File: config.mk
export PLATFORM = sky130hd
export DESIGN_NAME = srh_accum
export DESIGN_NICKNAME = d
export VERILOG_FILES = /design/src/srh_pkg.sv /design/src/srh_accum.sv
export SDC_FILE = /design/constraint.sdc
export NUM_CORES = 2
export LEC_CHECK = 0
export BUFFER_PORTS_ARGS = -buffer_cell sky130_fd_sc_hd__buf_4
export CORE_AREA = 2 2 559 561
export DETAILED_ROUTE_END_ITERATION = 7
export DIE_AREA = 0 0 561 563
export PLACE_DENSITY_LB_ADDON = 0.2
export SYNTH_ARGS = -nofsm -noshare
export SYNTH_HDL_FRONTEND = slang
export SYNTH_SLANG_ARGS = --single-unit
File: constraint.sdc
create_clock -name clk -period 5 [get_ports clk]
set_input_delay 1 -clock clk [delete_from_list [all_inputs] [get_ports clk]]
set_output_delay 1 -clock clk [all_outputs]
set_load 0.01 [all_outputs]
File: src/srh_pkg.sv
package srh_pkg;

    // Defaults for the top-level parameters.
    localparam int BINS_DEF      = 256;
    localparam int ACC_WIDTH_DEF = 48;
    localparam int AMP_WIDTH_DEF = 16;

    // Fixed widths of the ports.
    localparam int SUMS       = 8;
    localparam int ENERGY_W   = 32;
    localparam int AMP_PORT_W = 16;
    localparam int OUT_W      = 48;
    localparam int BIN_W      = 8;
    localparam int COUNT_W    = 9;
    localparam int CFG_IDX_W  = 2;
    localparam int CFG_DATA_W = 32;

    // Register values after reset.
    localparam logic [31:0]        LOWER_RST = 32'd0;
    localparam logic [31:0]        UPPER_RST = 32'd65536;
    localparam logic [COUNT_W-1:0] COUNT_RST = 9'd256;
    localparam logic [31:0]        SCALE_RST = 32'd16777216;

    typedef enum logic [CFG_IDX_W-1:0] {
        REG_LOWER = 2'd0,
        REG_UPPER = 2'd1,
        REG_COUNT = 2'd2,
        REG_SCALE = 2'd3
    } cfg_reg_t;

    typedef enum logic {
        OP_ACC  = 1'b0,
        OP_READ = 1'b1
    } op_t;

    typedef enum logic [2:0] {
        ST_CLEAR,
        ST_IDLE,
        ST_MUL,
        ST_ADDR,
        ST_UPD
    } state_t;

    // Step enables from the sequencer to the datapath.
    typedef struct packed {
        logic clearing;
        logic accept;
        logic mul_en;
        logic addr_en;
        logic upd_en;
    } ctrl_t;

    // What the update step must do with the row it reads.
    typedef struct packed {
        logic             write;
        logic             in_range;
        logic             zero;
        logic [BIN_W-1:0] bin;
    } meta_t;

endpackage

File: src/srh_accum.sv
module srh_accum #(
    parameter int ACC_WIDTH = srh_pkg::ACC_WIDTH_DEF,
    parameter int AMP_WIDTH = srh_pkg::AMP_WIDTH_DEF
) (
    input  logic                                          clk,
    input  logic                                          rst_n,
    input  logic                                          upd_en,
    input  srh_pkg::meta_t                                meta,
    input  logic [srh_pkg::SUMS-1:0][ACC_WIDTH-1:0]       rdata,
    input  logic [srh_pkg::SUMS-1:0][2*AMP_WIDTH:0]       vals,
    output logic                                          wr_en,
    output logic [srh_pkg::SUMS-1:0][ACC_WIDTH-1:0]       wr_data,
    output logic                                          done,
    output logic                                          in_range,
    output logic [srh_pkg::BIN_W-1:0]                     bin,
    output logic [srh_pkg::SUMS-1:0][srh_pkg::OUT_W-1:0]  sums
);

    localparam int VAL_W = 2 * AMP_WIDTH + 1;
    localparam int SUM_W = ((ACC_WIDTH > VAL_W) ? ACC_WIDTH : VAL_W) + 1;
    localparam logic signed [SUM_W-1:0] ACC_MAX =
        {{(SUM_W - ACC_WIDTH + 1){1'b0}}, {(ACC_WIDTH - 1){1'b1}}};
    localparam logic signed [SUM_W-1:0] ACC_MIN = ~ACC_MAX;

    logic signed [SUM_W-1:0] sum [srh_pkg::SUMS];
    logic                    done_reg;
    logic                    in_range_reg;
    logic [srh_pkg::BIN_W-1:0] bin_reg;
    logic [srh_pkg::SUMS-1:0][srh_pkg::OUT_W-1:0] sums_reg;

    // Eight independent saturating adders.
    always_comb
    begin
        for (int k = 0; k < srh_pkg::SUMS; k++)
        begin
            sum[k] = SUM_W'(signed'(rdata[k])) + SUM_W'(signed'(vals[k]));
            if (sum[k] > ACC_MAX)
            begin
                wr_data[k] = ACC_MAX[ACC_WIDTH-1:0];
            end
            else if (sum[k] < ACC_MIN)
            begin
                wr_data[k] = ACC_MIN[ACC_WIDTH-1:0];
            end
            else
            begin
                wr_data[k] = sum[k][ACC_WIDTH-1:0];
            end
        end
    end

    assign wr_en = upd_en && meta.write;

    always_ff @(posedge clk or negedge rst_n)
    begin
        if (!rst_n)
        begin
            done_reg <= 1'b0;
        end
        else
        begin
            done_reg <= upd_en;
        end
    end

    always_ff @(posedge clk)
    begin
        if (upd_en)
        begin
            in_range_reg <= meta.in_range;
            bin_reg      <= meta.bin;
            for (int k = 0; k < srh_pkg::SUMS; k++)
            begin
                sums_reg[k] <= meta.zero ? '0 : srh_pkg::OUT_W'(signed'(wr_data[k]));
            end
        end
    end

    assign done     = done_reg;
    assign in_range = in_range_reg;
    assign bin      = bin_reg;
    assign sums     = sums_reg;

endmodule

==> impl_metrics.tcl <==
set metrics [dict create \
    status "complete, but fails checks" \
    violations "negative setup slack" \
    cts.reportedPaths.clkPinSlew_ns 0.06 \
    clock_sink_count 394 \
    cell_area_synth_sq_um 39600 \
    floorplan.die.height_um 563 \
    timing.hold.worst.class "input port to flip-flop" \
    drt-total-wl_um 308000 \
    synth-seq-cells 394 \
    remaining_drc_errors 0 \
    antenna_found_initial 83 \
    die-width_um 561 \
    drt_first_pass_iters 5 \
    number_of_flops_mapped_to_enable_cells_by_yosys 393 \
    power_frac_comb_pct 61.8 \
    number_of_cells_produced_by_synthesis 4774 \
    num_vias 49344 \
    final-max-slew-violation-count 0 \
    clock_power_share_pct 19.1 \
    grt_pass1_wl_um 415000 \
    sequentialPowerShare_pct 19.1 \
    gp_routability_congestion 0.909 \
    final.setup.worst_slack_ns -0.102 \
    hold_viol_final 0 \
    synthFlopType "edfxtp_1" \
    cts_max_level 2 \
    pin_count 1441 \
    cts_tree "built" \
    largest_reg_flops 384 \
    final_period_util_pct 102 \
    synthesis.nets 5828 \
    drt_first_iter_violations 3005 \
    setup_tns_ns -1.01 \
    switchingPower_w 0.00987 \
    start_util_pct 12.8 \
    p_sw_share_pct 42.1 \
    synth_area_leaders "edfxtp_1 30%, ha_1 12%, a21oi_1 7.1%" \
    ir_worst_vdd_mv 0.270 \
    hold_path_depth 1 \
    synth_largest_type_area_fraction_pct 29.8 \
    critical_path_peak_fanout 5 \
    synth_seq_area_share_pct 29.8 \
    cts_max_path_buffers 3 \
    hpwl_um 261000 \
    synth-warning-count 0 \
    syn_area_per_cell_sq_um 8.30 \
    postLayoutCoreUtil_pct 24.3 \
    p_int_w 0.0136 \
    final.fill_count 34108 \
    design.final.nets 8583 \
    multi_input_area_sq_um 31100 \
    rsz0062_at_grt "true" \
    critical_path.endpoint_type "primary output" \
    wire_per_inst_um 26.2 \
    post_drt_via_cell_ratio 4.20 \
    timing.final.setup_violations 29 \
    core_ar_sq_um 310000 \
    grt_pass1_vias 51292 \
    synth.top_cells.by_count "564 x a21oi_1, 539 x nor2_1, 453 x o21ai_0" \
    timing.final.crit_period_ns 5.10 \
    grt.overflow.total 0 \
    ctsRootBufferMaster "clkbuf_16" \
    regArea_sq_um 11800 \
    drive_above_1_share_pct 50.5 \
    worstSetupPathType "input port to primary output" \
    grt_max_degree 97 \
    stdcell_area_sq_um 75400 \
    areaGrowthSynthToFinish_pct 90.1 \
    tritoncts.num_buffers 59 \
    route.antenna.remaining_nets 0 \
    power.static_leakage_nw 32.6 \
    rows 205 \
    total_power_w 0.0234 \
    async_s_r_ff_share_synth_pct 0.254 \
    detailed_place.area_sq_um 65400 \
    category_of_the_worst_setup_path_launch_point "input port" \
    worst-slew-pin-transition_ns 1.10 \
    fp.dieArea_sq_um 316000 \
    critical_path_required_ns 4.00 \
    synthDistinctLibCells 100 \
    io_buffer_count 1440 \
    timing.max_cap.violations 0 \
    power_density_nw_per_um2 311 \
    yosys.cell_count.top_type "a21oi_1" \
    track_usage_pct 18.6 \
    timing.critical_path.arrival_ns 4.10 \
    synth_area_leader_cell "edfxtp_1" \
    timing.max_slew.rel_slack_pct 25.9 \
    max_freq_mhz 196 \
]
## final timing paths
check | start | end
worst min-delay path | meta[2] | bin[2]
max in group asynchronous | rst_n | done
min in group asynchronous | rst_n | done
worst max-delay path | rdata[96] | wr_data[142]
## logic make-up (layout without fill, tap and decap cells)
family,count (synthesis),in the layout,synth area share [%]
AO/OA/AOI/OAI,1716,1716,26.7
AND/OR/NAND/NOR,1468,1469,17.5
adder cells (fa/ha/maj),445,445,13.9
buffers and inverters,397,3199,4.21
flip-flops,394,394,29.8
XOR/XNOR,340,340,7.53
multiplexers,14,14,0.407
other,0,22,0
## worst max-delay path: stages
cell and delay [ns]:
buf_6 0.08, ha_4 0.13, inv_2 0.04, fa_2 0.36, nor2b_4 0.16, o31ai_4 0.08
a21oi_2 0.22, o21ai_1 0.10, buf_4 0.15, nor4_4 0.26, buf_4 0.19, o21ai_2 0.06
a41o_1 0.24, mux2_4 0.39, buf_16 0.18, o31a_1 0.16, nor2_1 0.15, buf_4 0.15
## through the flow
stage / std cells / worst slack [ns] / hold WS [ns]
after detailed placement: 11433 / -1.29 / 0.777
after global placement: 11429 / -1.42 / 0.777
final: 11739 / -0.102 / 0.426
after global routing: 11727 / -0.207 / 0.368
after CTS: 11669 / -0.0793 / 0.320
after floorplan: 4774 / 0.184 / 0.704
## timing repair
action / 4_1_cts / 5_1_grt
hold buffers: 1 / 0
gates resized for setup: 788 / 605
buffers inserted: 133 / 67
endpoints found under the hold margin: 1 / 0
endpoints found under the setup margin: 378 / 370
cloned: 26 / 6
pin swaps: 184 / 252
## routing by layer
| layer | vias to the layer above | global-route usage (%) | share of wire [%] |
|---|---|---|---|
| met4 | 36 | 6.49 | 4.3 |
| met2 | 1703 | 33.7 | 50 |
| li1 | 23186 | - | - |
| met5 | - | 0 | 0.076 |
| met3 | 394 | 5.12 | 7.3 |
| met1 | 24025 | 20.7 | 39 |
## power groups by stage
stage	sequential [W]	combinational, W	clock [W]
floorplan	0.00472	0.00434	0
global placement	0.00454	0.0126	0
detailed placement	0.00454	0.0125	0
CTS	0.00448	0.0139	0.00466
global route	0.00452	0.0154	0.00473
finish	0.00448	0.0145	0.00447
## final cells by class
type / instances / area share (%)
multi-input cells: 3984 / 41.3
repair buffers: 2971 / 32.9
flip-flops and latches: 394 / 15.7
well taps: 4140 / 6.87
clock buffers: 74 / 2.06
inverters: 119 / 0.593
clock inverters: 35 / 0.506
diodes: 22 / 0.0731
## cell usage in the layout (no fill, tap or decap), types with 25 or more instances in the layout
cell type | Yosys | routed
a21o_1 | 181 | 179
a21oi_1 | 564 | 445
a21oi_2 | 9 | 89
a21oi_4 | 0 | 39
a31oi_1 | 36 | 25
buf_12 | 0 | 83
buf_4 | 8 | 2644
buf_6 | 7 | 189
clkbuf_16 | 0 | 67
edfxtp_1 | 393 | 393
ha_1 | 384 | 295
ha_4 | 0 | 71
inv_1 | 119 | 114
maj3_1 | 53 | 29
nand2_1 | 333 | 302
nand2b_1 | 53 | 49
nand3_1 | 79 | 66
nand4_1 | 102 | 102
nor2_1 | 539 | 467
nor2_2 | 1 | 29
nor2_4 | 1 | 46
nor2b_1 | 109 | 102
nor3_1 | 64 | 54
o211ai_1 | 37 | 37
o21a_1 | 66 | 61
o21ai_0 | 453 | 278
o21ai_1 | 27 | 94
o21ai_2 | 0 | 69
o21ai_4 | 0 | 39
o21bai_1 | 59 | 55
o2bb2ai_1 | 26 | 26
xnor2_1 | 188 | 166
xor2_1 | 151 | 136
(Power assumes the default switching activity.)
