<file path="src/srh_pkg.sv">
package srh_pkg;

    // Defaults for the top-level parameters.
    localparam int BINS_DEF      = 256;
    localparam int ACC_WIDTH_DEF = 48;
    localparam int AMP_WIDTH_DEF = 16;

    // Fixed widths of the ports.
    localparam int SUMS       = 8;
    localparam int ENERGY_W   = 32;
    localparam int AMP_PORT_W = 16;
    localparam int OUT_W      = 48;
    localparam int BIN_W      = 8;
    localparam int COUNT_W    = 9;
    localparam int CFG_IDX_W  = 2;
    localparam int CFG_DATA_W = 32;

    // Register values after reset.
    localparam logic [31:0]        LOWER_RST = 32'd0;
    localparam logic [31:0]        UPPER_RST = 32'd65536;
    localparam logic [COUNT_W-1:0] COUNT_RST = 9'd256;
    localparam logic [31:0]        SCALE_RST = 32'd16777216;

    typedef enum logic [CFG_IDX_W-1:0] {
        REG_LOWER = 2'd0,
        REG_UPPER = 2'd1,
        REG_COUNT = 2'd2,
        REG_SCALE = 2'd3
    } cfg_reg_t;

    typedef enum logic {
        OP_ACC  = 1'b0,
        OP_READ = 1'b1
    } op_t;

    typedef enum logic [2:0] {
        ST_CLEAR,
        ST_IDLE,
        ST_MUL,
        ST_ADDR,
        ST_UPD
    } state_t;

    // Step enables from the sequencer to the datapath.
    typedef struct packed {
        logic clearing;
        logic accept;
        logic mul_en;
        logic addr_en;
        logic upd_en;
    } ctrl_t;

    // What the update step must do with the row it reads.
    typedef struct packed {
        logic             write;
        logic             in_range;
        logic             zero;
        logic [BIN_W-1:0] bin;
    } meta_t;

endpackage

</file>
<file path="src/srh_ctrl.sv">
module srh_ctrl #(
    parameter int BINS = srh_pkg::BINS_DEF
) (
    input  logic                  clk,
    input  logic                  rst_n,
    input  logic                  start,
    output logic                  busy,
    output srh_pkg::ctrl_t        ctrl,
    output logic [$clog2(BINS)-1:0] clr_addr
);

    localparam int ADDR_W = $clog2(BINS);

    srh_pkg::state_t   state_reg, state_next;
    logic [ADDR_W-1:0] clr_reg, clr_next;
    logic              clr_last;

    assign clr_last = (clr_reg == ADDR_W'(BINS - 1));
    assign clr_addr = clr_reg;

    always_ff @(posedge clk or negedge rst_n)
    begin
        if (!rst_n)
        begin
            state_reg <= srh_pkg::ST_CLEAR;
            clr_reg   <= '0;
        end
        else
        begin
            state_reg <= state_next;
            clr_reg   <= clr_next;
        end
    end

    always_comb
    begin
        state_next = state_reg;
        clr_next   = clr_reg;
        case (state_reg)
            srh_pkg::ST_CLEAR:
            begin
                if (clr_last)
                begin
                    state_next = srh_pkg::ST_IDLE;
                    clr_next   = '0;
                end
                else
                begin
                    clr_next = clr_reg + ADDR_W'(1);
                end
            end
            srh_pkg::ST_IDLE:
            begin
                if (start)
                begin
                    state_next = srh_pkg::ST_MUL;
                end
            end
            srh_pkg::ST_MUL:  state_next = srh_pkg::ST_ADDR;
            srh_pkg::ST_ADDR: state_next = srh_pkg::ST_UPD;
            srh_pkg::ST_UPD:  state_next = srh_pkg::ST_IDLE;
            default:          state_next = srh_pkg::ST_CLEAR;
        endcase
    end

    always_comb
    begin
        ctrl = '0;
        busy = 1'b1;
        case (state_reg)
            srh_pkg::ST_CLEAR: ctrl.clearing = 1'b1;
            srh_pkg::ST_IDLE:
            begin
                busy        = 1'b0;
                ctrl.accept = start;
            end
            srh_pkg::ST_MUL:  ctrl.mul_en  = 1'b1;
            srh_pkg::ST_ADDR: ctrl.addr_en = 1'b1;
            srh_pkg::ST_UPD:  ctrl.upd_en  = 1'b1;
            default:          ctrl         = '0;
        endcase
    end

endmodule

</file>
<file path="config.mk">
export PLATFORM = sky130hd
export DESIGN_NAME = srh_ctrl
export DESIGN_NICKNAME = d
export VERILOG_FILES = /design/src/srh_pkg.sv /design/src/srh_ctrl.sv
export SDC_FILE = /design/constraint.sdc
export NUM_CORES = 1
export LEC_CHECK = 0
export BUFFER_PORTS_ARGS = -buffer_cell sky130_fd_sc_hd__buf_2
export CORE_MARGIN = 2
export CORE_UTILIZATION = 43
export CTS_BUF_LIST = sky130_fd_sc_hd__clkbuf_16
export DETAILED_ROUTE_END_ITERATION = 16
export HOLD_SLACK_MARGIN = 0.03
export PLACE_DENSITY = 0.68
export SLEW_MARGIN = 20
export SYNTH_ARGS = -nofsm -noshare
export SYNTH_HDL_FRONTEND = slang
export SYNTH_SLANG_ARGS = --single-unit
</file>
<file path="constraint.sdc">
create_clock -name clk -period 1.49 [get_ports clk]
set_clock_uncertainty 0.05 [all_clocks]
set_input_delay 0.298 -clock clk [delete_from_list [all_inputs] [get_ports clk]]
set_output_delay 0.298 -clock clk [all_outputs]
set_load 0.02 [all_outputs]
</file>
==> results.ini, run 1 <==
[sta]
fin_crit_sh = 1.12
rsz0062_at_grt = yes
setup_viol = 10
timing.fmax_mhz = 598
slew_headroom = 0.791
drv_slew = 0
worst_slew_pin_slew_ns = 0.312
period_minus_slack_ns = 1.67
hold_ws_ns = 0.297
layout_setup_ws_ns = -0.182
finalHoldViolCount = 0

[worst_setup_path]
critPathLaunchType = flip-flop
cp_data_required_time_ns = 1.59
path_max_fanout = 4
rr_startpoint = state_reg[0]
reg2reg_to = clr_addr[4]
path_class = flip-flop to flip-flop
arrival_ns = 1.77
rrSetupSlack_ns = -0.18
ff2ff_path_depth = 7
cp-end-kind = flip-flop

[floorplanning]
start_util = 0.454
die_area_um2 = 1670
io-pin-count = 17
die_h_um = 40.8
num_rows = 13
design.core.area_um2 = 1280
fp.dieW_um = 40.8

[synthesis]
yosysWarningCount = 0
synthesis.area_um2 = 583
ys.flop_type = dfrtp_1
yosysSeqAreaShare = 0.472
async_flop_share = 1.00
synthTopCellsByArea = dfrtp_1 (47%), nand2_1 (5.2%), a21oi_1 (4.3%), buf_6 (3.9%), or3_1 (3.2%)
syn_nets = 64
synth_area_per_cell_um2 = 9.72
synth_top_area_frac = 0.472
synth_cells = 60
synth.distinct_cells = 28
ys_seq_elements = 11
synth_edf_count = 0
yosys.area.top_type = dfrtp_1

[clock_tree]
htreeDepth = 1
cts-root-buf = clkbuf_16
numClockSinks = 11
clk_pin_slew_worst_paths_ns = 0.04
clk_path_buf_depth = 2
clock_latency_ns = 0.23
numCtsBuffers = 3
cts_tree = done

[placement]
pre_cts_ws_ns = -0.0128
hpwlAfterDp_um = 915
port_buffers = 16
routabilityCongestion = 0.824

[job]
max-cap-violations = 0

[layout]
fillers = 76
final_layout_size_suffix_gt1_frac = 0.543
multi_input_area_um2 = 358
insertedDiodeCount = 0
largest_reg_flops = 8
ff_latch_area_um2 = 275
layout_common_cells = dfrtp_1 (11), buf_2 (11), buf_4 (9)
nets = 97
areaGrowthSynthToFinish_pct = 73.2

[routing]
wl_per_cell_um = 15.5
ant_nets = 0
routed_wl_um = 1660
routed_via_density = 5.66
firstDrtPassIters = 4
drcViolationCount = 0
vias = 606
drt_iter0_markers = 21

[grt]
antenna_found_initial = 0
grt_pass1_wl_um = 2300
grt_max_degree = 12
grt_pass1_vias = 509
grt_remaining_overflow = 0
groute.usage.overall = 0.215

[min_path]
hold_path_end = state_reg[1]
hold_class = input port to flip-flop
hp-start = start
whs_path_depth = 3

[power]
leakagePower_uw = 0.000463
ir_worst_vdd_uv = 1260
p_per_area_nw_per_um2 = 2350

[run_status]
violations = setup timing
status = finished, violations left

per-stage QoR:
step,utilization,power (uW),cells,area (um2),setup TNS (ns)
floorplan,-,1120,60,597,-0.164
global placement,0.569,1400,95,731,0
detailed placement,0.569,1420,95,731,-0.0214
CTS,0.697,2090,103,896,-0.574
global route,0.786,2510,107,1010,-1.33
finish,0.786,2370,107,1010,-0.864
per-layer routing:
layer,global-route usage,vias to the layer above,part of all wire
met3,0.0652,4,0.056
met5,0,-,0
met1,0.288,295,0.42
met4,0.0500,0,0.014
li1,-,285,-
met2,0.336,22,0.51
what timing repair did:
item / 4_1_cts / 5_1_grt
endpoints found under the setup margin: 8 / 11
pin swaps: 7 / 8
gates resized for setup: 13 / 22
buffers inserted: 3 / 4
hold buffers: 1 / 0
endpoints found under the hold margin: 11 / 0
power by group:
part	total, uW	switching, uW	leakage, uW	internal, uW
logic	1380	707	0.000278	673
registers	512	109	0.000142	403
clock network	480	128	0.0000423	352
total	2370	944	0.000463	1430
worst max-delay path, stage by stage, from the launching register on:
cell and delay (ns):
dfrtp_1 0.37, or3_4 0.41, buf_12 0.15, clkinv_8 0.04, buf_4 0.09, buf_6 0.10
nand4_1 0.15, xnor2_1 0.23
how the worst max path moves through the flow:
stage	from	end	slack (ns)
4_1_cts	state_reg[1]	ctrl[4]	-0.14
6_report	state_reg[0]	clr_addr[4]	-0.18
2_1_floorplan	state_reg[0]	clr_addr[5]	-0.07
3_3_place_gp	state_reg[0]	clr_addr[5]	0.03
3_5_place_dp	state_reg[0]	clr_addr[3]	-0.01
5_1_grt	state_reg[0]	clr_addr[4]	-0.23
logic make-up after synthesis:
kind of cell,Yosys count,synth area share
simple gates,30,0.300
flops,11,0.472
compound gates,10,0.101
buf+inv,5,0.0601
xor+xnor,3,0.0451
fa+ha+maj,1,0.0215
layout make-up:
class,instances,area share
Timing Repair Buffer,30,0.248
Clock buffer,3,0.0743
Tap cell,15,0.0186
Inverter,3,0.0285
Multi-Input combinational cell,44,0.354
Sequential cell,11,0.273
Clock inverter,1,0.00372
synthesized netlist by cell type, types with 2 or more instances:
library cell,count
dfrtp_1,11
nand2_1,8
a21oi_1,5
nand3_1,3
or3_1,3
buf_6,2
nand4_1,2
nor2_1,2
nor3b_1,2
nor4_1,2
o31ai_1,2
xnor2_1,2
(Power assumes the default switching activity.)
==> run 2: changes to the inputs <==
ABC_AREA = 1   (was unset)
CORE_UTILIZATION = 44   (was 43)
PLACE_DENSITY = 0.69   (was 0.68)
==> run 2 against run 1 <==
The run now ends clean. Maximum frequency increased by 15%. Highest routed layer unchanged. Largest cell class unchanged. Core utilization decreased by 13 points. Sequential share of layout area increased by 5.3 points. Power decreased by 20%. Worst setup slack improved by 0.21 ns. Critical path depth decreased by 3. Non-clock buffer count decreased by 9.
==> results.ini, run 2 <==
[run_status]
status = finished clean

[layout]
largest_reg_flops = 8  ; unchanged
nets = 109  ; +12%
final_common_cell = nand2_1
areaGrowthSynthToFinish_pct = 38.9
insertedDiodeCount = 0  ; unchanged
fillers = 118  ; +55%
postLayoutCoreUtil = 0.653  ; -0.133
layout_common_cells = nand2_1 (23), buf_2 (13), inv_1 (10), dfrtp_1 (10)
layoutNonFillerInstCount = 119  ; +11%
final_layout_size_suffix_gt1_frac = 0.337  ; -0.207

[synthesis]
synthesis.area_um2 = 612  ; +4.9%
synth_top_area_frac = 0.450  ; -0.0222
yosys.area.top_type = dfrtp_1
yosys-top-cells-count = nand2_1 (23), dfrtp_1 (11), inv_1 (9)
async_flop_share = 1.00  ; unchanged
synth.most_common_cell = nand2_1
synth.distinct_cells = 18  ; -36%
synth_edf_count = 0  ; unchanged
ys.flop_type = dfrtp_1
yosysSeqAreaShare = 0.450  ; -0.0222
syn_nets = 83  ; +30%
ys_seq_elements = 11  ; unchanged
yosysWarningCount = 0  ; unchanged
synth_area_per_cell_um2 = 7.74  ; -20%
synth_cells = 79  ; +32%
synthTopCellsByArea = dfrtp_1 (45%), nand2_1 (14%), nand3_1 (5.7%), inv_1 (5.5%), nor2_1 (3.7%)

[floorplanning]
design.core.area_um2 = 1300  ; +1.3%
start_util = 0.470  ; +0.0164
io-pin-count = 17  ; unchanged
die_h_um = 41.3  ; +1.1%
fp.dieW_um = 41.3  ; +1.1%
num_rows = 13  ; unchanged
die_area_um2 = 1700  ; +2.3%

[worst_setup_path]
critPathLaunchType = flip-flop
arrival_ns = 1.11  ; -0.66 ns
cp_data_required_time_ns = 1.14  ; -0.45 ns
path_class = flip-flop to output pin
cp-end-kind = output pin
cp_slowest_cell = dfrtp_1
max_stage_delay_ns = 0.39  ; -0.02 ns
critPathBufInv = 2  ; -2
path_max_fanout = 5  ; +1
critical-path-top-delay-family = flip-flops
worstPathCellList = inv_2 > nand2_2 > nor2_4 > buf_6

[routing]
ant_nets = 0  ; unchanged
drt_iter0_markers = 14  ; -33%
routed_wl_um = 1370  ; -18%
wl_per_cell_um = 11.5  ; -26%
firstDrtPassIters = 5  ; +1
drcViolationCount = 0  ; unchanged
routed_via_density = 4.96  ; -12%
vias = 590  ; -2.6%

[grt]
grt_remaining_overflow = 0  ; unchanged
antenna_found_initial = 0  ; unchanged
grt_pass1_wl_um = 2010  ; -13%
grt_pass1_vias = 481  ; -5.5%
groute.usage.overall = 0.195  ; -0.0206
grt_max_degree = 12  ; unchanged

[clock_tree]
cts-root-buf = clkbuf_16
numCtsBuffers = 3  ; unchanged
clk_path_buf_depth = 2  ; unchanged
htreeDepth = 1  ; unchanged
cts_tree = done
clk_pin_slew_worst_paths_ns = 0.04  ; about the same
clock_latency_ns = 0.24  ; about the same
numClockSinks = 11  ; unchanged

[sta]
worst_slew_pin_slew_ns = 0.282  ; -0.0302 ns
period_minus_slack_ns = 1.46  ; -0.214 ns
tns_ns = 0  ; +0.864 ns
slew_headroom = 0.811  ; +0.0198
finalHoldViolCount = 0  ; unchanged
timing.fmax_mhz = 686  ; +15%
rsz0062_at_grt = yes
fin_crit_sh = 0.978  ; -0.144
drv_slew = 0  ; unchanged
setup_viol = 0  ; -10

[placement]
hpwlAfterDp_um = 901  ; -1.5%
dp_cells = 110  ; +16%
routabilityCongestion = 0.828  ; +0.44%
port_buffers = 16  ; unchanged

[power]
p_per_area_nw_per_um2 = 2230  ; -5.1%
leakagePower_uw = 0.000464  ; +0.29%
ir_worst_vdd_uv = 1210  ; -4.1%

[min_path]
hold_class = input port to flip-flop

[job]
max-cap-violations = 0  ; unchanged

## run 2: worst register-to-register path, cell delays in order, from the launching register on
cell and delay (ns):
dfrtp_1 0.39, inv_2 0.12, nand2_2 0.10, nor2_4 0.14, buf_4 0.15, nand3_1 0.10, xnor2_1 0.15
## run 2: cell type report
class,instances,area (um2),area share
well taps,15,18.8,0.0221
inverters,12,47.5,0.0560
clock inverters,1,3.75,0.00442
clock buffers,3,75.1,0.0884
repair buffers,21,131,0.155
multi-input cells,56,297,0.349
flip-flops and latches,11,277,0.325
## run 2: report_power, final
part / leakage, uW / internal [uW] / total (uW) / switching, uW
Sequential: 0.000140 / 413 / 546 / 132
Combinational: 0.000282 / 326 / 863 / 537
Clock: 0.0000423 / 352 / 485 / 133
Total: 0.000464 / 1090 / 1890 / 803
## run 2: path summary, 6_finish.rpt
| kind | start | to | slack, ns | cells after the start |
|---|---|---|---|---|
| min reg2reg | state_reg[2] | state_reg[2] | 0.47 | 1 |
| min in group asynchronous | rst_n | clr_addr[1] | 0.41 | 2 |
| max | state_reg[0] | ctrl[4] | 0.03 | 4 |
| max reg2reg | state_reg[0] | clr_addr[4] | 0.17 | 6 |
| min | start | state_reg[0] | 0.34 | 4 |
| max in group asynchronous | rst_n | state_reg[2] | 0.76 | 2 |
## run 2: cell families after synthesis
kind of cell / synth area share
compound gates: 0.0470
xor+xnor: 0.0286
fa+ha+maj: 0.0204
buf+inv: 0.0736
flops: 0.450
simple gates: 0.380
## run 2: through the flow
stage / hold slack (ns) / setup WS (ns) / cell area, um2 / total power [uW]
floorplan: -0.0476 / 0.141 / 612 / 1100
global placement: 0.131 / 0.235 / 711 / 1320
detailed placement: 0.131 / 0.212 / 711 / 1340
CTS: 0.336 / 0.0121 / 811 / 1870
global route: 0.358 / -0.0234 / 850 / 2030
finish: 0.338 / 0.0326 / 850 / 1890
## run 2: what timing repair did
action / in CTS / in global routing
hold endpoints to repair: 11 / 0
gates resized for setup: 2 / 5
hold buffers: 1 / 0
setup buffers: 1 / 3
pin swaps: 1 / 1
endpoints found under the setup margin: 2 / 2
## run 2: per-layer routing
metal | GRT usage | vias to the layer above | routed length [um]
met5 | 0 | - | 0
met2 | 0.305 | 16 | 671
met1 | 0.229 | 267 | 605
met3 | 0.0638 | 4 | 69
met4 | 0.121 | 0 | 22
li1 | - | 303 | -
